==> src/hw/rtl/sks_pkg.sv <==
// Package for the sorted unique key set: transfer payload structs, mode and
// status codes, and the command/status structs between controller and datapath.
// No dependencies.
package sks_pkg;

  localparam int MAX_RESULTS = 16;

  typedef enum logic [1:0] {
    MODE_INSERT = 2'd0,
    MODE_REMOVE = 2'd1,
    MODE_COUNT  = 2'd2,
    MODE_LIST   = 2'd3
  } mode_t;

  typedef enum logic [2:0] {
    ST_OK          = 3'd0,
    ST_PRESENT     = 3'd1,
    ST_NOT_PRESENT = 3'd2,
    ST_FULL        = 3'd3,
    ST_EMPTY       = 3'd4
  } status_t;

  typedef struct packed {
    logic [1:0]  mode;
    logic [63:0] key_head;
    logic [7:0]  key_tail;
  } req_t;

  typedef struct packed {
    logic [2:0]  status;
    logic [63:0] entry_head;
    logic [7:0]  entry_tail;
    logic [4:0]  entry_count;
    logic        last;
  } rsp_t;

  typedef struct packed {
    logic    capture;
    logic    apply_ins;
    logic    apply_rem;
    logic    emit;
    logic    emit_entry;
    logic    emit_last;
    status_t emit_status;
    logic    list_start;
    logic    list_step;
  } cmd_t;

  typedef struct packed {
    logic hit;
    logic full;
    logic empty;
    logic list_last;
    logic out_free;
  } sts_t;

endpackage

==> src/hw/rtl/sks_ctrl.sv <==
// Controller for the sorted unique key set: sequences accept, execute and list.
// Depends on sks_pkg for mode, status and command/status structs.
module sks_ctrl (
  input  logic          clk,
  input  logic          rst,
  input  logic          req_valid,
  output logic          req_stall,
  input  logic [1:0]    req_mode,
  input  sks_pkg::sts_t sts,
  output sks_pkg::cmd_t cmd
);

  typedef enum logic [1:0] {
    S_IDLE,
    S_EXEC,
    S_LIST
  } state_t;

  state_t        state, state_next;
  sks_pkg::mode_t mode, mode_next;

  assign req_stall = (state != S_IDLE);

  always_comb begin
    cmd = '0;
    cmd.emit_status = sks_pkg::ST_OK;
    state_next = state;
    mode_next = mode;
    case (state)
      S_IDLE: begin
        if (req_valid) begin
          cmd.capture = 1'b1;
          mode_next = sks_pkg::mode_t'(req_mode);
          state_next = S_EXEC;
        end
      end
      S_EXEC: begin
        if (sts.out_free) begin
          state_next = S_IDLE;
          cmd.emit = 1'b1;
          cmd.emit_last = 1'b1;
          case (mode)
            sks_pkg::MODE_INSERT: begin
              if (sts.hit) begin
                cmd.emit_status = sks_pkg::ST_PRESENT;
              end else if (sts.full) begin
                cmd.emit_status = sks_pkg::ST_FULL;
              end else begin
                cmd.apply_ins = 1'b1;
              end
            end
            sks_pkg::MODE_REMOVE: begin
              if (sts.hit) begin
                cmd.apply_rem = 1'b1;
              end else begin
                cmd.emit_status = sks_pkg::ST_NOT_PRESENT;
              end
            end
            sks_pkg::MODE_COUNT: begin
              cmd.emit_status = sks_pkg::ST_OK;
            end
            sks_pkg::MODE_LIST: begin
              if (sts.empty) begin
                cmd.emit_status = sks_pkg::ST_EMPTY;
              end else begin
                cmd.emit = 1'b0;
                cmd.emit_last = 1'b0;
                cmd.list_start = 1'b1;
                state_next = S_LIST;
              end
            end
            default: begin
              cmd.emit_status = sks_pkg::ST_OK;
            end
          endcase
        end
      end
      S_LIST: begin
        if (sts.out_free) begin
          cmd.emit = 1'b1;
          cmd.emit_entry = 1'b1;
          cmd.list_step = 1'b1;
          cmd.emit_last = sts.list_last;
          if (sts.list_last) begin
            state_next = S_IDLE;
          end
        end
      end
      default: begin
        state_next = S_IDLE;
      end
    endcase
  end

  always_ff @(posedge clk) begin
    if (rst) begin
      state <= S_IDLE;
      mode <= sks_pkg::MODE_INSERT;
    end else begin
      state <= state_next;
      mode <= mode_next;
    end
  end

endmodule

==> src/hw/rtl/sks_dp.sv <==
// Datapath for the sorted unique key set: row of compare-and-shift cells,
// entry count, list pointer and result register. Depends on sks_pkg.
module sks_dp #(
  parameter int CAPACITY = 16
) (
  input  logic          clk,
  input  logic          rst,
  input  sks_pkg::req_t req,
  input  sks_pkg::cmd_t cmd,
  output sks_pkg::sts_t sts,
  output logic          rsp_valid,
  input  logic          rsp_stall,
  output sks_pkg::rsp_t rsp
);

  localparam int CNT_W = $clog2(CAPACITY + 1);
  localparam int IDX_W = (CAPACITY > 1) ? $clog2(CAPACITY) : 1;
  localparam int CMP_W = ((CNT_W > 5) ? CNT_W : 5) + 1;

  logic [71:0]      cells [CAPACITY];
  logic [71:0]      key;
  logic [CAPACITY-1:0] lt, eq, lt_now, eq_now;
  logic [CNT_W-1:0] count, count_next;
  logic [CNT_W-1:0] idx;
  logic [CMP_W-1:0] idx_inc, lim;
  logic [CNT_W+4:0] count_ext;
  logic [71:0]      sel;

  always_comb begin
    for (int i = 0; i < CAPACITY; i++) begin
      lt_now[i] = (CNT_W'(i) < count) && (cells[i] < {req.key_head, req.key_tail});
      eq_now[i] = (CNT_W'(i) < count) && (cells[i] == {req.key_head, req.key_tail});
    end
  end

  assign idx_inc = CMP_W'(idx) + CMP_W'(1);
  assign lim = (CMP_W'(count) < CMP_W'(sks_pkg::MAX_RESULTS)) ?
               CMP_W'(count) : CMP_W'(sks_pkg::MAX_RESULTS);

  assign sts.hit = |eq;
  assign sts.full = (count == CNT_W'(CAPACITY));
  assign sts.empty = (count == '0);
  assign sts.list_last = (idx_inc == lim);
  assign sts.out_free = !rsp_valid || !rsp_stall;

  always_comb begin
    count_next = count;
    if (cmd.apply_ins) begin
      count_next = count + CNT_W'(1);
    end else if (cmd.apply_rem) begin
      count_next = count - CNT_W'(1);
    end
  end

  assign count_ext = {5'd0, count_next};
  assign sel = cells[idx[IDX_W-1:0]];

  for (genvar g = 0; g < CAPACITY; g++) begin : g_cell
    logic [71:0] ins_val, rem_val;
    if (g == 0) begin : g_first
      assign ins_val = key;
    end else begin : g_rest
      assign ins_val = lt[g-1] ? key : cells[g-1];
    end
    if (g == CAPACITY - 1) begin : g_end
      assign rem_val = cells[g];
    end else begin : g_mid
      assign rem_val = cells[g+1];
    end
    always_ff @(posedge clk) begin
      if (cmd.apply_ins && !lt[g]) begin
        cells[g] <= ins_val;
      end else if (cmd.apply_rem && !lt[g]) begin
        cells[g] <= rem_val;
      end
    end
  end

  always_ff @(posedge clk) begin
    if (cmd.capture) begin
      key <= {req.key_head, req.key_tail};
      lt <= lt_now;
      eq <= eq_now;
    end
    if (cmd.emit) begin
      rsp.status <= cmd.emit_status;
      rsp.entry_head <= cmd.emit_entry ? sel[71:8] : 64'd0;
      rsp.entry_tail <= cmd.emit_entry ? sel[7:0] : 8'd0;
      rsp.entry_count <= count_ext[4:0];
      rsp.last <= cmd.emit_last;
    end
    if (cmd.list_start) begin
      idx <= '0;
    end else if (cmd.list_step) begin
      idx <= idx + CNT_W'(1);
    end
  end

  always_ff @(posedge clk) begin
    if (rst) begin
      count <= '0;
      rsp_valid <= 1'b0;
    end else begin
      count <= count_next;
      if (cmd.emit) begin
        rsp_valid <= 1'b1;
      end else if (!rsp_stall) begin
        rsp_valid <= 1'b0;
      end
    end
  end

endmodule

==> src/hw/rtl/sorted_unique_key_set.sv <==
// Top level of the sorted unique key set: controller plus cell datapath.
// Depends on sks_pkg, sks_ctrl and sks_dp.
//
//   channel  handshake             payload               direction
//   req      req_valid/req_stall   req (mode, key)       in
//   rsp      rsp_valid/rsp_stall   rsp (status, entry)   out
//
// Insert, remove and count: all cells compare in the accept cycle; then,
// with rsp free, cells >= the key shift together and the result registers.
// List: start step, then one entry per unstalled cycle, up to 16 entries.
// A result waiting under rsp_stall holds the controller; req is taken only
// in idle. Synchronous reset empties the set; cells need no clearing.
module sorted_unique_key_set #(
  parameter int CAPACITY = 16
) (
  input  logic          clk,
  input  logic          rst,
  input  logic          req_valid,
  output logic          req_stall,
  input  sks_pkg::req_t req,
  output logic          rsp_valid,
  input  logic          rsp_stall,
  output sks_pkg::rsp_t rsp
);

  sks_pkg::cmd_t cmd;
  sks_pkg::sts_t sts;

  sks_ctrl u_ctrl (
    .clk       (clk),
    .rst       (rst),
    .req_valid (req_valid),
    .req_stall (req_stall),
    .req_mode  (req.mode),
    .sts       (sts),
    .cmd       (cmd)
  );

  sks_dp #(
    .CAPACITY (CAPACITY)
  ) u_dp (
    .clk       (clk),
    .rst       (rst),
    .req       (req),
    .cmd       (cmd),
    .sts       (sts),
    .rsp_valid (rsp_valid),
    .rsp_stall (rsp_stall),
    .rsp       (rsp)
  );

endmodule

==> config.mk <==
export PLATFORM = sky130hd
export DESIGN_NAME = sorted_unique_key_set
export DESIGN_NICKNAME = d
export VERILOG_FILES = /design/src/hw/rtl/sks_pkg.sv /design/src/hw/rtl/sks_ctrl.sv /design/src/hw/rtl/sks_dp.sv /design/src/hw/rtl/sorted_unique_key_set.sv
export SDC_FILE = /design/constraint.sdc
export NUM_CORES = 2
export LEC_CHECK = 0
export BUFFER_PORTS_ARGS = -buffer_cell sky130_fd_sc_hd__clkbuf_2
export CORE_UTILIZATION = 60
export CTS_BUF_LIST = sky130_fd_sc_hd__clkbuf_8
export CTS_CLUSTER_SIZE = 40
export DETAILED_ROUTE_END_ITERATION = 7
export MAX_ROUTING_LAYER = met4
export PLACE_DENSITY = 0.8
export SKIP_CTS_REPAIR_TIMING = 1
export SLEW_MARGIN = 20
export SYNTH_ARGS = -nofsm -noshare
export SYNTH_HDL_FRONTEND = slang
export SYNTH_SLANG_ARGS = --single-unit
==> constraint.sdc <==
create_clock -name clk -period 6 [get_ports clk]
set_input_delay 0.9 -clock clk [delete_from_list [all_inputs] [get_ports clk]]
set_output_delay 0.9 -clock clk [all_outputs]
set_load 0.05 [all_outputs]
==> metrics <==
post-route setup slack=about 1.1 ns; CP arrival=approximately 5.6 ns; Initial DRC Count=between 10000 and 15000; filler cell count in the final layout=12400; critical path data required time=~6.7 ns; failing checks=hold timing; total global-route track usage=between 40% and 50%; Die Y=406 microns; number of buffers inserted by port buffering=160; kind of capture point of the worst setup path=flip-flop; vias after detailed routing=81400; Final #Nets=between 9000 and 10000; slack of the worst reg-to-reg path=1.48 ns; Seq/Total Area, Yosys=between 40% and 50%; final critical-path required period=around 4.9 ns; Worst Clk Skew=between 0.06 and 0.07 ns; global placement routability congestion=1.08; most common cell after layout, fill and taps aside=edfxtp_1; Post-Synthesis Mean Instance Area=about 11 sq um; Final Instance Count excl. Fillers=11200; level count of the clock H-tree=4; number of buffers inserted during clock tree synthesis=~240; initial antenna violation count=35; Final Max Tran Viols=0; Syn Std Cell Area=between 90000 and 100000 sq um; standard cell core area=roughly 160000 sq um; number of global-route vias before repair=~77000; number of cells produced by synthesis=about 8700; Clock transition at path regs=around 0.060 ns; clock latency reported for the late side of the worst-skew pair=roughly 1.1 ns; post-route DRC violation count=0; Peak Freq=approximately 0.20 GHz; Fin Setup TNS=0 ns; RSZ-0062 raised after global routing=no; pin count of the biggest net entering global routing=between 100 and 150; wire per inst=roughly 34 microns; global route total overflow=0; Cell variety after synth=between 70 and 80; via density per instance=around 7.3; FF+latch count, synth=around 1400; count of final hold-check violations=1; first-pass GRT wire length=between 500000 and 600000 microns; cell types occupying the most area after synthesis=edfxtp_1, ha_1, mux2i_1; maximum fanout count along the critical path=16; worst hold slack=-0.0000453 ns; type of origin of the critical path=input pin; IO Pins=161; pre-CTS setup slack=~1.0 ns; actual slew at the worst max-slew pin=between 1 and 1.5 ns; layout cell share with drive strength beyond 1=between 10% and 20%; cell taking the most area after synthesis=edfxtp_1; overall power consumption=around 23 mW; cell count after placement=10700; synthesized netlist net count=9923; starting utilization of the core area=about three fifths; number of clock sinks=about 1400; number of synthesized flops with an enable pin=1337; number of nets still failing antenna checks after routing=0; Die Area=165000 sq um; status=finished with violations; Post-DP HPWL=260000 microns; fraction of registers with async set/reset=0%; synthesis-to-finish area growth=8.17%; post-route cell area=106000 sq um; worst-case headroom to the max-slew limit=around 11%; cell area after placement=101000 sq um; die width=between 400 and 500 microns; most frequent cells in the layout=edfxtp_1, nand2_1, o21ai_0, ha_1, mux2i_1; number of core rows=147; peak supply drop=313 uV; classification of the worst setup path=in -> reg; share of the synthesized area in the top cell type=around two fifths; LEAKAGE=about 40 nW; final worst-path cycle share=81.5%; synth warn=0; PD cells=about 220 nW/um^2; number of search-and-repair iterations in the first detailed-routing pass=8; total of max-cap violations=0; CTS tree=yes; leading register cell type out of synthesis=edfxtp_1; Routed WL=around 380000 microns; clk root buf=clkbuf_8; worst min path class=in -> reg; number of setup violations in the final report=0; CTS max path bufs=3
==> layout make-up <==
type	count	area, sq um	area share [%]
clock inverters	195	1170	1.11
multi-input cells	6701	55000	52.0
diodes	43	108	0.102
clock buffers	246	3390	3.20
inverters	119	454	0.429
repair buffers	347	2510	2.38
well taps	2160	2700	2.55
flip-flops and latches	1352	40500	38.3
==> metrics by stage <==
step	hold slack (ns)	utilization [%]
3_5_place_dp	0.533	62.7
5_1_grt	0.0107	65.6
3_3_place_gp	0.527	62.7
6_report	-0.0000453	65.7
4_1_cts	-0.0320	65.5
2_1_floorplan	0.489	-
==> Yosys cell counts, drive strengths merged, types with 5 or more instances <==
cell type  number
o211ai         26
nand3         104
o21ai        1161
or3            16
xor2           10
and3           15
or2             7
o31ai           7
nor4b           5
mux2i        1009
and2           12
clkbuf        357
buf           156
a21o          160
a21boi          9
a221oi         30
inv           119
a2111oi         5
nor4           48
edfxtp       1337
o22ai           6
and4           32
mux2          146
ha           1160
a31oi          11
dfxtp          15
a211oi         42
a221o           9
or4            10
nor3           51
nor2          140
a22oi           7
nand2        1259
mux4          360
o21a           11
nor2b         108
a21oi         439
nand2b         12
a211o           7
nand4         213
==> registers in the layout, indices dropped and copies added, names as in the netlist <==
| register | count |
|---|---|
| u_dp.eq | 16 |
| u_ctrl.mode | 2 |
| u_dp.cells | 1152 |
| u_dp.rsp | 81 |
| u_dp.count | 5 |
| u_ctrl.state | 2 |
| u_dp.g_cell.ins_val | 72 |
| u_dp.rsp_valid | 1 |
| u_dp.idx | 5 |
| u_dp.lt | 16 |
==> worst max-delay path, cell delays in order <==
cell and delay (ns):
dlygate4sd3_1 0.53, clkbuf_2 0.11, inv_1 0.58, ha_1 0.30, nand4_1 0.35, nor4bb_1 1.00
and2_1 0.42, nand4_1 0.36, nor4_1 1.01
==> cell families after synthesis <==
kind of cell / synth area share, %
fa+ha+maj: 14.8
buf+inv: 2.71
flops: 41.4
compound gates: 11.2
simple gates: 9.52
mux: 20.3
xor+xnor: 0.115
==> layer usage <==
layer,up-vias,track usage (%),share of wire (%)
met5,-,-,0
met1,39300,59.0,36
li1,33800,-,-
met3,1515,14.2,14
met4,0,28.4,7.0
met2,6745,66.9,43
==> worst paths after layout <==
path                            cells past startpoint                              endpoint                    startpoint
worst min-delay path                                1  u_dp.g_cell[0].ins_val[40]$_DFFE_PP_                       req[40]
worst min register to register                      2          u_ctrl.state[0]$_SDFFE_PP0P_  u_ctrl.state[0]$_SDFFE_PP0P_
worst max-delay path                                9                  u_dp.eq[6]$_DFFE_PP_                       req[43]
worst max register to register                      6          u_dp.cells[12][30]$_DFFE_PP_          u_dp.eq[2]$_DFFE_PP_
==> power breakdown <==
group	switching, mW	internal [mW]
clock	4.32	4.35
sequential	0.373	10.7
combinational	2.27	1.40
total	6.96	16.4
Power figures use the tool's default switching activity.
